==> src/rtl/core/sdpfc_pkg.sv <==
// Shared types, constants and register codes for the pulse frame capture block.
package sdpfc_pkg;

	localparam int BUF_DEPTH   = 256;
	localparam int MEM_DEPTH   = BUF_DEPTH + 1;
	localparam int DUR_W       = 32;
	localparam int LEN_W       = 9;
	localparam int ADDR_W      = $clog2(MEM_DEPTH);
	localparam int MEM_WORDS   = 2 * (1 << ADDR_W);
	localparam int HEAD_LEN    = 2;
	localparam int QUEUE_DEPTH = 2;
	localparam int QPTR_W      = $clog2(QUEUE_DEPTH);
	localparam int QCNT_W      = $clog2(QUEUE_DEPTH + 1);
	localparam int CFG_IDX_W   = 3;

	localparam logic [DUR_W-1:0] SYNC_MIN_RST      = 32'd2500;
	localparam logic [DUR_W-1:0] SYNC_MAX_RST      = 32'd100000;
	localparam logic [DUR_W-1:0] GLITCH_LIMIT_RST  = 32'd60;
	localparam logic [DUR_W-1:0] SYNC_CAP_RST      = 32'd10000;
	localparam logic [DUR_W-1:0] SYNC_FALLBACK_RST = 32'd17000;
	localparam logic [LEN_W-1:0] MIN_FRAME_LEN_RST = 9'd20;

	typedef enum logic [1:0] {
		KIND_PULSE   = 2'd0,
		KIND_READ    = 2'd1,
		KIND_RELEASE = 2'd2
	} kind_t;

	typedef enum logic [CFG_IDX_W-1:0] {
		CFG_SYNC_MIN      = 3'd0,
		CFG_SYNC_MAX      = 3'd1,
		CFG_GLITCH_LIMIT  = 3'd2,
		CFG_SYNC_CAP      = 3'd3,
		CFG_SYNC_FALLBACK = 3'd4,
		CFG_MIN_FRAME_LEN = 3'd5
	} cfg_idx_t;

	typedef struct packed {
		logic [DUR_W-1:0] sync_min;
		logic [DUR_W-1:0] sync_max;
		logic [DUR_W-1:0] glitch_limit;
		logic [DUR_W-1:0] sync_cap;
		logic [DUR_W-1:0] sync_fallback;
		logic [LEN_W-1:0] min_frame_length;
	} cfg_t;

	typedef struct packed {
		kind_t             kind;
		logic [DUR_W-1:0]  dur;
		logic [DUR_W+3:0]  dur15;
		logic [DUR_W+2:0]  dur5;
		logic              in_window;
		logic              glitch;
		logic [DUR_W-1:0]  ref_val;
		logic [LEN_W-1:0]  idx;
	} item_t;

	typedef struct packed {
		logic             frame_pending;
		logic [LEN_W-1:0] frame_length;
		logic             frame_committed;
		logic             frame_dropped;
		logic [LEN_W-1:0] capture_length;
	} result_t;

endpackage

==> src/rtl/core/sdpfc_front.sv <==
// Front end: accepts input beats and classifies each against the configuration.
module sdpfc_front (
	input  logic                        in_valid,
	output logic                        in_stall,
	input  logic [1:0]                  kind,
	input  logic [sdpfc_pkg::DUR_W-1:0] duration,
	input  logic [sdpfc_pkg::LEN_W-1:0] read_index,
	input  sdpfc_pkg::cfg_t             cfg,
	input  logic                        queue_full,
	output logic                        push,
	output sdpfc_pkg::item_t            item
);

	assign in_stall = queue_full;
	assign push     = in_valid && !queue_full;

	always_comb begin
		item.kind      = sdpfc_pkg::kind_t'(kind);
		item.dur       = duration;
		item.dur15     = (sdpfc_pkg::DUR_W+4)'(duration) * (sdpfc_pkg::DUR_W+4)'(15);
		item.dur5      = (sdpfc_pkg::DUR_W+3)'(duration) * (sdpfc_pkg::DUR_W+3)'(5);
		item.in_window = (duration > cfg.sync_min) && (duration < cfg.sync_max);
		item.glitch    = duration < cfg.glitch_limit;
		item.ref_val   = (duration < cfg.sync_cap) ? duration : cfg.sync_fallback;
		item.idx       = read_index;
	end

endmodule

==> config.mk <==
export PLATFORM = sky130hd
export DESIGN_NAME = sdpfc_front
export DESIGN_NICKNAME = d
export VERILOG_FILES = /design/src/rtl/core/sdpfc_pkg.sv /design/src/rtl/core/sdpfc_front.sv
export SDC_FILE = /design/constraint.sdc
export NUM_CORES = 1
export LEC_CHECK = 0
export ABC_AREA = 0
export BUFFER_PORTS_ARGS = -buffer_cell sky130_fd_sc_hd__buf_2
export CORE_AREA = 5 5 156 158
export DETAILED_ROUTE_END_ITERATION = 10
export DIE_AREA = 0 0 161 163
export PLACE_DENSITY = 0.72
export REMOVE_ABC_BUFFERS = 1
export SLEW_MARGIN = 20
export SYNTH_ARGS = -nofsm -noshare
export SYNTH_HDL_FRONTEND = slang
export SYNTH_SLANG_ARGS = --single-unit
==> constraint.sdc <==
create_clock -name vclk -period 4.1
set_input_delay 0.205 -clock vclk [all_inputs]
set_output_delay 0.205 -clock vclk [all_outputs]
set_load 0.005 [all_outputs]
==> flow_summary.yaml <==
timing:
  slew_viol_final: 0
  worst_pin_slew_ps: 758
  setup_violations: 0
  hold_ws_ps: 410
  final_hold_viol_count: 0
  relSlewSlack_pct: 49.0
  period_share_pct: 96.1
  rsz0062_at_grt: "true"
  max_freq_mhz: 254
  min_period_ps: 3940
finish:
  design_area_sq_mm: 0.0111
  fin_util_pct: 48.4
  area_delta_synth_final_pct: 23.7
  numSequentialCells: 0
  fillerInstances: 2232
  drive_gt1_share_pct: 29.5
  clockBufferCount: 0
  regArea_sq_um: 0
  fin_nets: 1955
drt:
  drt_iter0_drc: 416
  wirelength_um: 30200
  ant_nets: 0
  drcViolationCount: 0
  vias: 8926
  wl_per_cell_um: 17.3
  drt_pass1_iterations: 5
  vias_per_cell: 5.12
logic_synthesis:
  synth_common_cells: "inv_1 (231), ha_1 (224), a21oi_1 (91)"
  yosysTopAreaCell: "ha_1"
  ys_seq_area_share_pct: 0
  synthTopCellsByArea: "ha_1 (31%), fa_1 (14%), inv_1 (9.6%)"
  yosysWarnings: 0
  netlist_area_sq_mm: 0.00899
  ys_types: 60
  synth_cells: 1135
  synth_top_area_share_pct: 31.2
  synth.most_common_cell: "inv_1"
  avgSynthCellArea_sq_um: 7.92
setup_path:
  crit_slowest_cell: "fa_1"
  worst_ep_required_time_ps: 3890
  critPathKind: "in2out"
  crit_fanout: 5
  arrival_ps: 3730
  worstPathCellList: "buf_2, clkinvlp_4, fa_1, inv_1, fa_1, ha_4, nand3_1, o211ai_1, a41oi_2, o211ai_1, nand3_1, a31oi_2, nor2_1, o311ai_1, buf_2"
  crit_path_max_incr_delay_ps: 520
  worst_setup_path_start_kind: "input pin"
  worst_setup_path_end_kind: "output port"
worst_hold_path:
  min_path_type: "in2out"
  whs_path_depth: 0
floorplan:
  initial_utilization_pct: 39.1
  row_count: 56
  core-area_sq_mm: 0.0230
  die_h_um: 163
  io_pins: 364
  die_area_sq_mm: 0.0262
  die_w_um: 161
status:
  status: "complete, no violations"
run:
  drv_cap: 0
global_routing:
  grt.overflow.total: 0
  grt_usage_pct: 21.8
  antenna_found_initial: 3
  grt_max_degree: 33
  grt_pass1_vias: 8963
  grt_pass1_wl_um: 46700
placed_design:
  dpl-instance-area_sq_mm: 0.0109
  place_hpwl_um: 26700
  numPortBuffers: 333
  place_congestion: 0.964
power_and_ir_drop:
  peakVddDrop_mv: 0.100
  power_leakage_uw: 0.00651
  p_per_area_mw_per_mm2: 256
final cells by class:
cell class                 count  area, sq um  share of cell area (%)
timing repair buffer         377         2000                    18.0
multi-input combinational    844         7850                    70.6
tap                          290          363                    3.26
inverter                     232          901                    8.10
antenna                        2         5.00                  0.0450
power breakdown:
| part | total [uW] | leakage [uW] | switching, uW | internal (uW) |
|---|---|---|---|---|
| clock network | 0.0000652 | 0.0000000127 | 0 | 0.0000652 |
| registers | 0 | 0 | 0 | 0 |
| logic | 2840 | 0.00651 | 1510 | 1330 |
path summary, 6_finish.rpt:
kind / start / end / slack [ps]
hold / removal: read_index[8] / item[8] / 410
setup / recovery: duration[4] / item[113] / 160
cell usage in the layout (no fill, tap or decap), types with 3 or more instances in the layout:
master / count
nor2_1: 42
ha_1: 216
o211ai_1: 6
a211oi_1: 9
fa_1: 62
nor2b_1: 12
a211o_1: 3
o21bai_1: 13
xnor2_1: 43
mux2_2: 18
nand4_1: 28
nand2b_1: 7
ha_4: 6
a31oi_1: 5
buf_2: 333
a21o_1: 76
mux2_1: 14
nor3_1: 4
clkinvlp_4: 8
nand2_1: 37
xor2_1: 11
o21a_1: 8
buf_4: 44
nor4_1: 8
o21ai_1: 10
nand3_1: 20
and3_1: 8
a41oi_1: 3
a21oi_1: 91
inv_1: 223
o21ai_0: 39
layer usage:
layer  routed length, um  up-vias  GRT usage, %
li1                    -     4518             -
met1               13900     4137          30.6
met2               13900      229          35.9
met3                1780       40          3.39
met4                 620        2          3.68
met5                  12        -             0
worst max-delay path: cells and delay by family:
kind	cells	cell delay, ps
AND/OR/NAND/NOR	3	370
adder cells (fa/ha/maj)	3	1330
AO/OA/AOI/OAI	5	1310
buffers and inverters	4	520
metrics by stage:
step	power, uW	setup WS [ps]	std cells	TNS, ps
final	2840	160	1745	0
after global placement	2690	24.9	1735	0
after detailed placement	2730	-20.4	1735	-20.4
after CTS	2750	87.3	1735	0
after floorplan	1720	611	1076	0
after global routing	3190	-40.1	1745	-92.5
what timing repair did:
action	4_1_cts	5_1_grt
setup endpoints to repair	1	7
hold endpoints to repair	0	0
hold buffers	0	0
gates resized for setup	1	25
setup buffers	0	8
pin swaps	0	8
gates cloned	0	0
kinds of logic (layout without fill, tap and decap cells):
kind of cell	count (synthesis)	count (layout)	share of synthesized area, %
AOI/OAI and AO/OA	295	295	21.6
xor gates and xnor gates	54	54	5.26
adders and majority gates	286	286	45.0
buffers and inverters	291	609	14.2
muxes	33	33	4.12
other	0	2	0
and+or+nand+nor	176	176	9.88
(Power assumes the default switching activity.)
