<file path="config.mk">
export PLATFORM = sky130hd
export DESIGN_NAME = sdpfc_queue
export DESIGN_NICKNAME = d
export VERILOG_FILES = /design/src/rtl/core/sdpfc_pkg.sv /design/src/rtl/core/sdpfc_queue.sv
export SDC_FILE = /design/constraint.sdc
export NUM_CORES = 1
export LEC_CHECK = 0
export BUFFER_PORTS_ARGS = -buffer_cell sky130_fd_sc_hd__buf_2
export CAP_MARGIN = 10
export CORE_UTILIZATION = 51
export CTS_CLUSTER_SIZE = 20
export DETAILED_ROUTE_END_ITERATION = 10
export GPL_TIMING_DRIVEN = 0
export PLACE_DENSITY = 0.75
export RECOVER_POWER = 100
export SLEW_MARGIN = 20
export SYNTH_ARGS = -nofsm -noshare
export SYNTH_HDL_FRONTEND = slang
export SYNTH_SLANG_ARGS = --single-unit
export TNS_END_PERCENT = 5
</file>
<file path="constraint.sdc">
create_clock -name clk -period 9.6 [get_ports clk]
set_clock_uncertainty 0.2 [all_clocks]
set_input_delay 0.48 -clock clk [delete_from_list [all_inputs] [get_ports clk]]
set_output_delay 0.48 -clock clk [all_outputs]
set_load 0.03 [all_outputs]
</file>
<file path="src/rtl/core/sdpfc_pkg.sv">
// Shared types, constants and register codes for the pulse frame capture block.
package sdpfc_pkg;

	localparam int BUF_DEPTH   = 256;
	localparam int MEM_DEPTH   = BUF_DEPTH + 1;
	localparam int DUR_W       = 32;
	localparam int LEN_W       = 9;
	localparam int ADDR_W      = $clog2(MEM_DEPTH);
	localparam int MEM_WORDS   = 2 * (1 << ADDR_W);
	localparam int HEAD_LEN    = 2;
	localparam int QUEUE_DEPTH = 2;
	localparam int QPTR_W      = $clog2(QUEUE_DEPTH);
	localparam int QCNT_W      = $clog2(QUEUE_DEPTH + 1);
	localparam int CFG_IDX_W   = 3;

	localparam logic [DUR_W-1:0] SYNC_MIN_RST      = 32'd2500;
	localparam logic [DUR_W-1:0] SYNC_MAX_RST      = 32'd100000;
	localparam logic [DUR_W-1:0] GLITCH_LIMIT_RST  = 32'd60;
	localparam logic [DUR_W-1:0] SYNC_CAP_RST      = 32'd10000;
	localparam logic [DUR_W-1:0] SYNC_FALLBACK_RST = 32'd17000;
	localparam logic [LEN_W-1:0] MIN_FRAME_LEN_RST = 9'd20;

	typedef enum logic [1:0] {
		KIND_PULSE   = 2'd0,
		KIND_READ    = 2'd1,
		KIND_RELEASE = 2'd2
	} kind_t;

	typedef enum logic [CFG_IDX_W-1:0] {
		CFG_SYNC_MIN      = 3'd0,
		CFG_SYNC_MAX      = 3'd1,
		CFG_GLITCH_LIMIT  = 3'd2,
		CFG_SYNC_CAP      = 3'd3,
		CFG_SYNC_FALLBACK = 3'd4,
		CFG_MIN_FRAME_LEN = 3'd5
	} cfg_idx_t;

	typedef struct packed {
		logic [DUR_W-1:0] sync_min;
		logic [DUR_W-1:0] sync_max;
		logic [DUR_W-1:0] glitch_limit;
		logic [DUR_W-1:0] sync_cap;
		logic [DUR_W-1:0] sync_fallback;
		logic [LEN_W-1:0] min_frame_length;
	} cfg_t;

	typedef struct packed {
		kind_t             kind;
		logic [DUR_W-1:0]  dur;
		logic [DUR_W+3:0]  dur15;
		logic [DUR_W+2:0]  dur5;
		logic              in_window;
		logic              glitch;
		logic [DUR_W-1:0]  ref_val;
		logic [LEN_W-1:0]  idx;
	} item_t;

	typedef struct packed {
		logic             frame_pending;
		logic [LEN_W-1:0] frame_length;
		logic             frame_committed;
		logic             frame_dropped;
		logic [LEN_W-1:0] capture_length;
	} result_t;

endpackage

</file>
<file path="src/rtl/core/sdpfc_queue.sv">
// Short queue of classified beats between the front and back ends.
module sdpfc_queue (
	input  logic             clk,
	input  logic             arst_n,
	input  logic             push,
	input  sdpfc_pkg::item_t push_item,
	input  logic             pop,
	output logic             full,
	output logic             head_valid,
	output sdpfc_pkg::item_t head_item
);

	sdpfc_pkg::item_t                entry_q [sdpfc_pkg::QUEUE_DEPTH];
	logic [sdpfc_pkg::QPTR_W-1:0]    wr_ptr_q;
	logic [sdpfc_pkg::QPTR_W-1:0]    rd_ptr_q;
	logic [sdpfc_pkg::QCNT_W-1:0]    count_q;

	assign full       = count_q == sdpfc_pkg::QCNT_W'(sdpfc_pkg::QUEUE_DEPTH);
	assign head_valid = count_q != '0;
	assign head_item  = entry_q[rd_ptr_q];

	always_ff @(posedge clk) begin
		if (push) begin
			entry_q[wr_ptr_q] <= push_item;
		end
	end

	always_ff @(posedge clk or negedge arst_n) begin
		if (!arst_n) begin
			wr_ptr_q <= '0;
			rd_ptr_q <= '0;
			count_q  <= '0;
		end else begin
			if (push) begin
				wr_ptr_q <= wr_ptr_q + sdpfc_pkg::QPTR_W'(1);
			end
			if (pop) begin
				rd_ptr_q <= rd_ptr_q + sdpfc_pkg::QPTR_W'(1);
			end
			if (push && !pop) begin
				count_q <= count_q + sdpfc_pkg::QCNT_W'(1);
			end else if (pop && !push) begin
				count_q <= count_q - sdpfc_pkg::QCNT_W'(1);
			end
		end
	end

endmodule

</file>
==> metrics.md, run 1 <==
| Metric | Value |
|---|---|
| Status | `finished with violations` |
| Failing checks | `max-capacitance violations, max-slew violations` |
| Grt total ovfl | `0` |
| Post-Route WL | `23,500 um` |
| Crit path buf inv count | `5` |
| Post-route ant nets | `0` |
| Area occupied by multi-input gates | `1960 um2` |
| CTS buffer count | `29` |
| DRC | `0` |
| Area growth from synthesis to layout | `33.6%` |
| Max Cap Viol | `3` |
| Post-synthesis cell count | `477` |
| Mapped cell area | `11,300 um2` |
| Yosys warning count | `0` |
| Die Y | `151 um` |
| Final Max Tran Viols | `97` |
| Post_cts resized | `0` |
| Clock latency on the worst-skew pair | `0.53 ns` |
| GP Congestion | `0.775` |
| Critical Path Max Stage Delay | `1.19 ns` |
| Register area | `8990 um2` |
| Filler instances | `1,500` |
| CTS H-tree lvls | `1` |
| Synth top area share | `78.7%` |
| All-Layer GR Usage | `19.8%` |
| Root buffer cell | `clkbuf_16` |
| Mean Syn Cell Area | `23.7 um2` |
| Slew HR | `-96.4%` |
| Rows | `54` |
| Arr. time, crit path | `5.46 ns` |
| Setup Crit Path Kind | `primary input to register` |
| Critical Path Fanout Max | `28` |
| Final period util | `57.7%` |
| Initial antenna violation count | `1` |
| Initial Util | `51.9%` |
| Vias per cell | `4.88` |
| Finish-stage setup viols | `0` |
| Worst EP required | `9.52 ns` |
| Worst Max-Slew Pin Slew | `2.94 ns` |
| Mapped Nets | `630` |
| Startpoint Class | `primary input` |
| Largest cells by area after synthesis | `edfxtp_1 (79%), mux2_4 (13%), mux2_2 (4.7%)` |
| Pin count of the biggest net entering global routing | `57` |
| Synth cell types | `14` |
| Max Clock Freq | `0.180 GHz` |
| Core ar. | `21,800 um2` |
| RSZ-0062 raised after global routing | `no` |
| DRT Pass-1 Iters | `4` |
| Worst R2R Setup Slack | `4.40 ns` |
| Critical path's slowest cell | `clkbuf_1` |
| Longest Clk Path Bufs | `3` |
| Hold Slack | `0.129 ns` |
| Min Tclk post-route | `5.54 ns` |
| DR vias | `6,187` |
| Worst path cell trace | `dlygate4sd3_1, clkbuf_1, nor2b_1, clkbuf_1, clkbuf_1, clkbuf_1` |
| Top cell type by total area after synthesis | `edfxtp_1` |
| Post-DP HPWL | `14,600 um` |
| VDD IR-drop max | `0.174 mV` |
| Setup Buffers After CTS | `0` |
| Initial DRC Count | `239` |
| First-pass GRT wire length | `34,000 um` |
| Number of synthesized register bits | `300` |
| Leakage power | `5.43 nW` |
| Clock transition at path regs | `0.06 ns` |
| Routed WL per cell | `18.6 um` |
| CTS tree | `built` |
| Final nets | `1,121` |
| Critical path's top delay family | `buffers and inverters` |
| # IOs | `302` |
| PnR worst setup slack | `4.06 ns` |
| Power Density | `297 nW/um2` |
| Hold WC Path Type | `primary input to asynchronous set/reset pin` |
| Most used cell, CP | `clkbuf_1` |
| Die span in x | `151 um` |
| Layout cells sized above 1 | `24.2%` |
| Sink Count | `300` |
| Register area share after synthesis | `79.6%` |
| # port buffers | `301` |
| Number of global-route vias before repair | `6,490` |
| Fin. Hold Viols | `0` |
| Pre-CTS setup slack | `7.32 ns` |
| Die footprint | `22,700 um2` |
| Worst setup EP type | `register` |
[registers in the layout, summed over array words and instances (netlist names)]
| signal | flops |
|---|---|
| rd_ptr_q | 1 |
| count_q | 2 |
| wr_ptr_q | 1 |
| entry_q | 296 |
[placed cells by master (no fill, tap or decap), types with 5 or more instances in the layout]
master,instances
clkbuf_16,29
clkbuf_1,232
buf_2,94
mux2_1,47
mux2_4,56
mux2_2,45
clkinv_1,6
edfxtp_1,296
dlygate4sd3_1,151
clkinv_2,5
[final cells by class]
type	instances	share of cell area, %
Sequential cell	300	59.6
Multi-Input combinational cell	159	13.0
Clock buffer	34	4.93
Clock inverter	15	0.821
Buffer	17	0.473
Tap cell	280	2.32
Inverter	1	0.0249
Timing Repair Buffer	460	18.8
Antenna cell	1	0.0166
[logic make-up (layout without fill, tap and decap cells)]
| logic type | count (synthesis) | count (layout) | synth area share [%] |
|---|---|---|---|
| xor+xnor | 5 | 5 | 0.388 |
| fa+ha+maj | 1 | 1 | 0.111 |
| buf+inv | 18 | 527 | 1.56 |
| flops | 300 | 300 | 79.6 |
| mux | 148 | 148 | 18.1 |
| other cells | 0 | 1 | 0 |
| simple gates | 5 | 5 | 0.255 |
[cells in the mapped netlist, drive strengths merged]
| cell | number |
|---|---|
| xor2 | 4 |
| mux2 | 148 |
| and2 | 1 |
| nor2 | 1 |
| inv | 1 |
| ha | 1 |
| edfxtp | 296 |
| buf | 17 |
| nor2b | 2 |
| or2 | 1 |
| xnor2 | 1 |
| dfrtp | 4 |
[metal layers]
metal / wire length (um) / GRT usage [%]
met1: 8880 / 23.1
met2: 12400 / 36.0
met3: 1820 / 4.94
met4: 450 / 6.00
met5: 0 / 0
[path summary, 6_finish.rpt]
check | startpoint | to | depth (start not counted)
max in group asynchronous | arst_n | count_q[0] | 2
worst min-delay path | arst_n | rd_ptr_q | 2
worst min register to register | count_q[1] | count_q[1] | 1
min in group clk | count_q[1] | count_q[1] | 1
worst max register to register | wr_ptr_q | entry_q[0][92] | 4
worst max-delay path | push | entry_q[0][92] | 6
[report_power, final]
group          switching (W)  internal [W]
Sequential         0.0000616       0.00174
Clock               0.000443      0.000602
Combinational        0.00108      0.000549
Total                0.00159       0.00290
[what timing repair did]
action	in CTS	in global routing
endpoints found under the setup margin	0	0
hold buffers	151	0
hold endpoints to repair	302	0
[stage by stage]
step | TNS, ns | cell area, um2 | power, W | cells | util (%)
2_1_floorplan | 0 | 11300 | 0.00318 | 477 | -
3_3_place_gp | -183.76 | 13200 | 0.00361 | 1058 | 60.5
3_5_place_dp | 0 | 13400 | 0.00362 | 1066 | 61.4
4_1_cts | 0 | 15700 | 0.00472 | 1266 | 72.3
5_1_grt | 0 | 15100 | 0.00467 | 1267 | 69.3
6_report | 0 | 15100 | 0.00448 | 1267 | 69.3
Note: power is estimated with default switching activity, not from simulation.
==> inputs of run 2 (changes only) <==
==> constraint.sdc (replaced) <==
create_clock -name clk -period 5.7 [get_ports clk]
set_clock_uncertainty 0.2 [all_clocks]
set_input_delay 0.285 -clock clk [delete_from_list [all_inputs] [get_ports clk]]
set_output_delay 0.285 -clock clk [all_outputs]
set_load 0.03 [all_outputs]
==> metrics.md, run 2 (synthesis results as in run 1) <==
| Metric | Value |
|---|---|
| Status | `finished with violations` |
| Failing checks | `max-capacitance violations, max-slew violations` |
| Fin. Hold Viols | `0 (unchanged)` |
| Worst path cell trace | `dlygate4sd3_1, clkbuf_1, and2_0, buf_16` |
| Finish-stage setup viols | `0 (unchanged)` |
| Critical path's top delay family | `simple AND/OR/NAND/NOR gates` |
| Initial antenna violation count | `2 (+1)` |
| Crit path buf inv count | `3 (-2)` |
| Vias per cell | `4.93 (+0.88%)` |
| Layout cells sized above 1 | `25.7% (+1.4 points)` |
| Post-route ant nets | `0 (unchanged)` |
| Number of global-route vias before repair | `6,865 (+5.8%)` |
| Post-DP HPWL | `14,300 um (-2.1%)` |
| Core ar. | `21,800 um2 (unchanged)` |
| DR vias | `6,281 (+1.5%)` |
| Pin count of the biggest net entering global routing | `59 (+3.5%)` |
| Critical path's slowest cell | `and2_0` |
| Initial Util | `51.9% (unchanged)` |
| Arr. time, crit path | `3.84 ns (-1.62 ns)` |
| GP Congestion | `0.730 (-5.8%)` |
| Commonest non-fill, non-tap cell in the layout | `edfxtp_1` |
| Min Tclk post-route | `3.85 ns` |
| Rows | `54 (unchanged)` |
| DRT Pass-1 Iters | `4 (unchanged)` |
| All-Layer GR Usage | `20.1% (+0.27 points)` |
| Grt total ovfl | `0 (unchanged)` |
| Max Clock Freq | `0.260 GHz` |
| # IOs | `302 (unchanged)` |
| Sink Count | `300 (unchanged)` |
| Area growth from synthesis to layout | `35.5%` |
| First-pass GRT wire length | `34,700 um (+2.1%)` |
| RSZ-0062 raised after global routing | `no` |
| Number of flip-flops in the largest register | `296 (unchanged)` |
| Die footprint | `22,700 um2 (unchanged)` |
| Largest regs | `entry_q x296, count_q x2` |
| Max Cap Viol | `1 (-2)` |
| Initial DRC Count | `247 (+3.3%)` |
| Worst Max-Slew Pin Slew | `3.32 ns (+0.380 ns)` |
| Clock latency on the worst-skew pair | `0.55 ns (+0.02 ns)` |
| CTS H-tree lvls | `1 (unchanged)` |
| Worst EP required | `5.69 ns (-3.83 ns)` |
| Hold WC Path Type | `primary input to register` |
| CTS buffer count | `30 (+3.4%)` |
| Critical Path Max Stage Delay | `2.43 ns (+1.24 ns)` |
| Most frequent cells in the layout | `edfxtp_1 (296), clkbuf_1 (208), dlygate4sd3_1 (152)` |
| # port buffers | `301 (unchanged)` |
| Critical Path Fanout Max | `58 (+110%)` |
| Die Y | `151 um (unchanged)` |
| Clock transition at path regs | `0.06 ns (about the same)` |
| TNS Setup | `0 ns (unchanged)` |
| CTS tree | `built` |
| Largest reg by FF count | `entry_q` |
| Routed WL per cell | `18.5 um (-0.44%)` |
| Final Max Tran Viols | `44 (-55%)` |
| Leakage power | `5.55 nW (+2.2%)` |
| Final period util | `67.5%` |
| Final Core Density | `70.4% (+1.0 points)` |
| Final nets | `1,123 (+0.18%)` |
| DRC | `0 (unchanged)` |
| Longest Clk Path Bufs | `3 (unchanged)` |
| Startpoint Class | `primary input` |
| Setup Buffers After CTS | `0 (unchanged)` |
| Setup Crit Path Kind | `primary input to register` |
| Power Density | `509 nW/um2 (+71%)` |
| Worst setup EP type | `register` |
| VDD IR-drop max | `0.362 mV (+110%)` |
| Slew HR | `-122% (-25 points)` |
| Die span in x | `151 um (unchanged)` |
| Post-Route WL | `23,600 um (+0.19%)` |
| Root buffer cell | `clkbuf_16` |
## run 2: stage by stage
stage	area [um2]	hold WS, ns	total power (W)	setup slack [ns]	std cells
2_1_floorplan	11300	-0.211	0.00533	0.794	477
3_3_place_gp	13200	-0.109	0.00603	-0.786	1058
3_5_place_dp	13400	-0.103	0.00610	3.67	1066
4_1_cts	15900	0.239	0.00816	3.25	1273
5_1_grt	15300	0.248	0.00810	1.64	1275
6_report	15300	0.259	0.00780	1.85	1275
## run 2: routing by layer
metal | up-vias | share of wire, % | global-route usage, %
met1 | 3065 | 36 | 21.4
li1 | 2894 | - | -
met3 | 48 | 7.7 | 5.57
met5 | - | 0 | 0
met2 | 274 | 54 | 37.9
met4 | 0 | 2.9 | 6.75
## run 2: where the power goes
part	switching, W	total, W	internal [W]
Combinational	0.00183	0.00277	0.000942
Sequential	0.000105	0.00304	0.00293
Clock	0.000773	0.00199	0.00122
Total	0.00271	0.00780	0.00509
## run 2: layout make-up
| type | count | area (um2) |
|---|---|---|
| flip-flops and latches | 300 | 8990 |
| fillers | 1444 | 6440 |
| repair buffers | 461 | 2950 |
| multi-input cells | 159 | 1930 |
| clock buffers | 38 | 802 |
| well taps | 280 | 350 |
| clock inverters | 17 | 211 |
| plain buffers | 17 | 71.3 |
| diodes | 2 | 5.00 |
| inverters | 1 | 3.75 |
## run 2: worst register-to-register path, stage by stage, from the launching register on
cell and delay, ns:
dfrtp_1 0.40, and2_0 2.42, buf_16 0.34
## run 2: what timing repair did
action                    4_1_cts  5_1_grt
resized for setup               0        0
hold endpoints to repair      303        0
hold buffers                  152        0
## run 2: path summary, 6_finish.rpt
check	cells past startpoint	start	slack [ns]	end
max in group asynchronous	3	arst_n	4.69	rd_ptr_q
worst max register to register	2	wr_ptr_q	1.95	entry_q[1][89]
worst min-delay path	2	push_item[131]	0.26	entry_q[0][131]
min in group asynchronous	3	arst_n	0.43	count_q[0]
worst min register to register	1	count_q[1]	0.30	count_q[1]
worst max-delay path	4	push	1.85	entry_q[1][89]
==> inputs of run 3 (changes only) <==
==> constraint.sdc (replaced) <==
create_clock -name clk -period 3.55 [get_ports clk]
set_clock_uncertainty 0.2 [all_clocks]
set_input_delay 0.1775 -clock clk [delete_from_list [all_inputs] [get_ports clk]]
set_output_delay 0.1775 -clock clk [all_outputs]
set_load 0.03 [all_outputs]
==> metrics.md, run 3 (synthesis results as in run 1) <==
| Metric | Value |
|---|---|
| Combinational group share of total power | `35.1% (-0.4 points)` |
| DRC | `0 (unchanged)` |
| Pin count of the biggest net entering global routing | `58 (-1.7%)` |
| Leakage power | `5.60 nW (+1.0%)` |
| Critical Path Max Stage Delay | `0.65 ns (-1.78 ns)` |
| Startpoint Class | `register` |
| VDD IR-drop max | `0.505 mV (+40%)` |
| Worst EP required | `3.17 ns (-2.52 ns)` |
| Root buffer cell | `clkbuf_16` |
| Setup Crit Path Kind | `register to output pin` |
| Final period util | `79.0%` |
| Largest regs | `entry_q x296, count_q x2` |
| Min Tclk post-route | `2.81 ns` |
| Final nets | `1,123 (unchanged)` |
| Failing checks | `max-capacitance violations, max-slew violations` |
| CTS tree | `built` |
| Internal | `0.00829 W (+63%)` |
| Hold Slack | `0.145 ns (-0.114 ns)` |
| Clock group share of total power | `26.6% (+1.1 points)` |
| Vias per cell | `4.96 (+0.65%)` |
| DRT Pass-1 Iters | `4 (unchanged)` |
| Largest reg by FF count | `entry_q` |
| Die footprint | `22,700 um2 (unchanged)` |
| GP Congestion | `0.791 (+8.4%)` |
| Die span in x | `151 um (unchanged)` |
| Power Density | `829 nW/um2 (+63%)` |
| Critical Path Fanout Max | `10 (-83%)` |
| Slew HR | `-3.21% (+120 points)` |
| Max Clock Freq | `0.356 GHz` |
| Post-Route WL | `25,000 um (+6.0%)` |
| Routed WL per cell | `19.6 um (+6.0%)` |
| Rows | `54 (unchanged)` |
| P_sw | `0.00446 W (+65%)` |
| First-pass GRT wire length | `35,900 um (+3.3%)` |
| Core ar. | `21,800 um2 (unchanged)` |
| RSZ-0062 raised after global routing | `no` |
| Layout cells sized above 1 | `27.8% (+2.1 points)` |
| Register area | `8990 um2 (unchanged)` |
| Critical path's slowest cell | `clkbuf_1` |
| Grt total ovfl | `0 (unchanged)` |
| Arr. time, crit path | `2.43 ns (-1.41 ns)` |
| Reg power frac | `38.3% (-0.7 points)` |
| Post-route ant nets | `0 (unchanged)` |
| Commonest non-fill, non-tap cell in the layout | `edfxtp_1` |
| Area occupied by multi-input gates | `1910 um2 (-1.2%)` |
| Clock transition at path regs | `0.06 ns (about the same)` |
| Status | `finished with violations` |
| Most frequent cells in the layout | `edfxtp_1 (296), clkbuf_1 (189), dlygate4sd3_1 (152)` |
| Number of global-route vias before repair | `6,777 (-1.3%)` |
| CTS H-tree lvls | `1 (unchanged)` |
| Worst Max-Slew Pin Slew | `1.55 ns (-1.78 ns)` |
| Initial DRC Count | `267 (+8.1%)` |
| CTS buffer count | `30 (unchanged)` |
| Fin cells | `1,274 (-0.078%)` |
| # port buffers | `301 (unchanged)` |
| Post-DP HPWL | `14,900 um (+4.4%)` |
| Longest Clk Path Bufs | `3 (unchanged)` |
| Finish-stage setup viols | `0 (unchanged)` |
| Worst setup EP type | `output pin` |
| Post_cts resized | `0 (unchanged)` |
| Initial antenna violation count | `0 (-2)` |
| Switch share | `35.0% (+0.26 points)` |
| Area growth from synthesis to layout | `36.2%` |
| Placed Instances | `1,066 (unchanged)` |
| Initial Util | `51.9% (unchanged)` |
| Number of flip-flops in the largest register | `296 (unchanged)` |
| Filler instances | `1,419 (-1.7%)` |
| # IOs | `302 (unchanged)` |
| Sink Count | `300 (unchanged)` |
| N_diodes | `0 (-2)` |
| Worst path cell trace | `buf_6, buf_6, clkbuf_1, mux2_4, clkbuf_1` |
| Clock latency on the worst-skew pair | `0.54 ns (about the same)` |
| Max Cap Viol | `2 (+1)` |
| Hold WC Path Type | `primary input to register` |
| Final Max Tran Viols | `94 (+110%)` |
| DR vias | `6,317 (+0.57%)` |
| Fin. Hold Viols | `0 (unchanged)` |
| All-Layer GR Usage | `21.1% (+1.0 points)` |
| Die Y | `151 um (unchanged)` |
## run 3: layout make-up
class | instances | share of cell area (%)
inverters | 1 | 0.0244
well taps | 280 | 2.28
clock inverters | 23 | 2.10
flip-flops and latches | 300 | 58.4
plain buffers | 17 | 0.561
multi-input cells | 159 | 12.4
clock buffers | 33 | 4.95
repair buffers | 461 | 19.3
## run 3: power by group through the flow
stage               Clock, W  Combinational [W]  Sequential [W]
global placement           0            0.00465         0.00502
global route         0.00357            0.00471         0.00493
finish               0.00340            0.00448         0.00488
CTS                  0.00342            0.00503         0.00487
floorplan                  0            0.00358         0.00496
detailed placement         0            0.00487         0.00494
## run 3: final timing paths
path,startpoint,endpoint,slack [ns],depth (start not counted)
max reg2reg,wr_ptr_q,entry_q[1][81],0.81,2
max in group asynchronous,arst_n,rd_ptr_q,2.63,3
min,push_item[32],entry_q[0][32],0.15,2
min in group asynchronous,arst_n,count_q[0],0.34,3
max,rd_ptr_q,head_item[39],0.74,5
min reg2reg,count_q[1],count_q[1],0.29,1
## run 3: metal layers
layer | share of wire, % | wire length [um] | up-vias | track usage (%)
met4 | 2.5 | 616 | 0 | 6.30
met2 | 52 | 13000 | 276 | 39.0
met5 | 0 | 0 | - | 0
li1 | - | - | 2884 | -
met3 | 7.5 | 1880 | 51 | 5.27
met1 | 38 | 9420 | 3106 | 23.9
## run 3: what timing repair did
item                      CTS  global route
hold buffers              152             0
hold endpoints to repair  315             0
setup buffers               0             0
## run 3: worst max-delay path: cells and delay by family (launching register included)
family | cells | cell delay [ns]
buffers and inverters | 4 | 1.26
flip-flops | 1 | 0.34
multiplexers | 1 | 0.28
## run 3: stage by stage
stage	worst slack (ns)	area [um2]	util, %	TNS [ns]	power (W)
floorplan	-0.975	11300	-	-144.36	0.00854
global placement	-2.42	13200	60.5	-447.21	0.00967
detailed placement	1.50	13400	61.4	0	0.00981
CTS	1.19	16000	73.4	0	0.0133
global route	0.594	15400	70.7	0	0.0132
finish	0.744	15400	70.7	0	0.0128
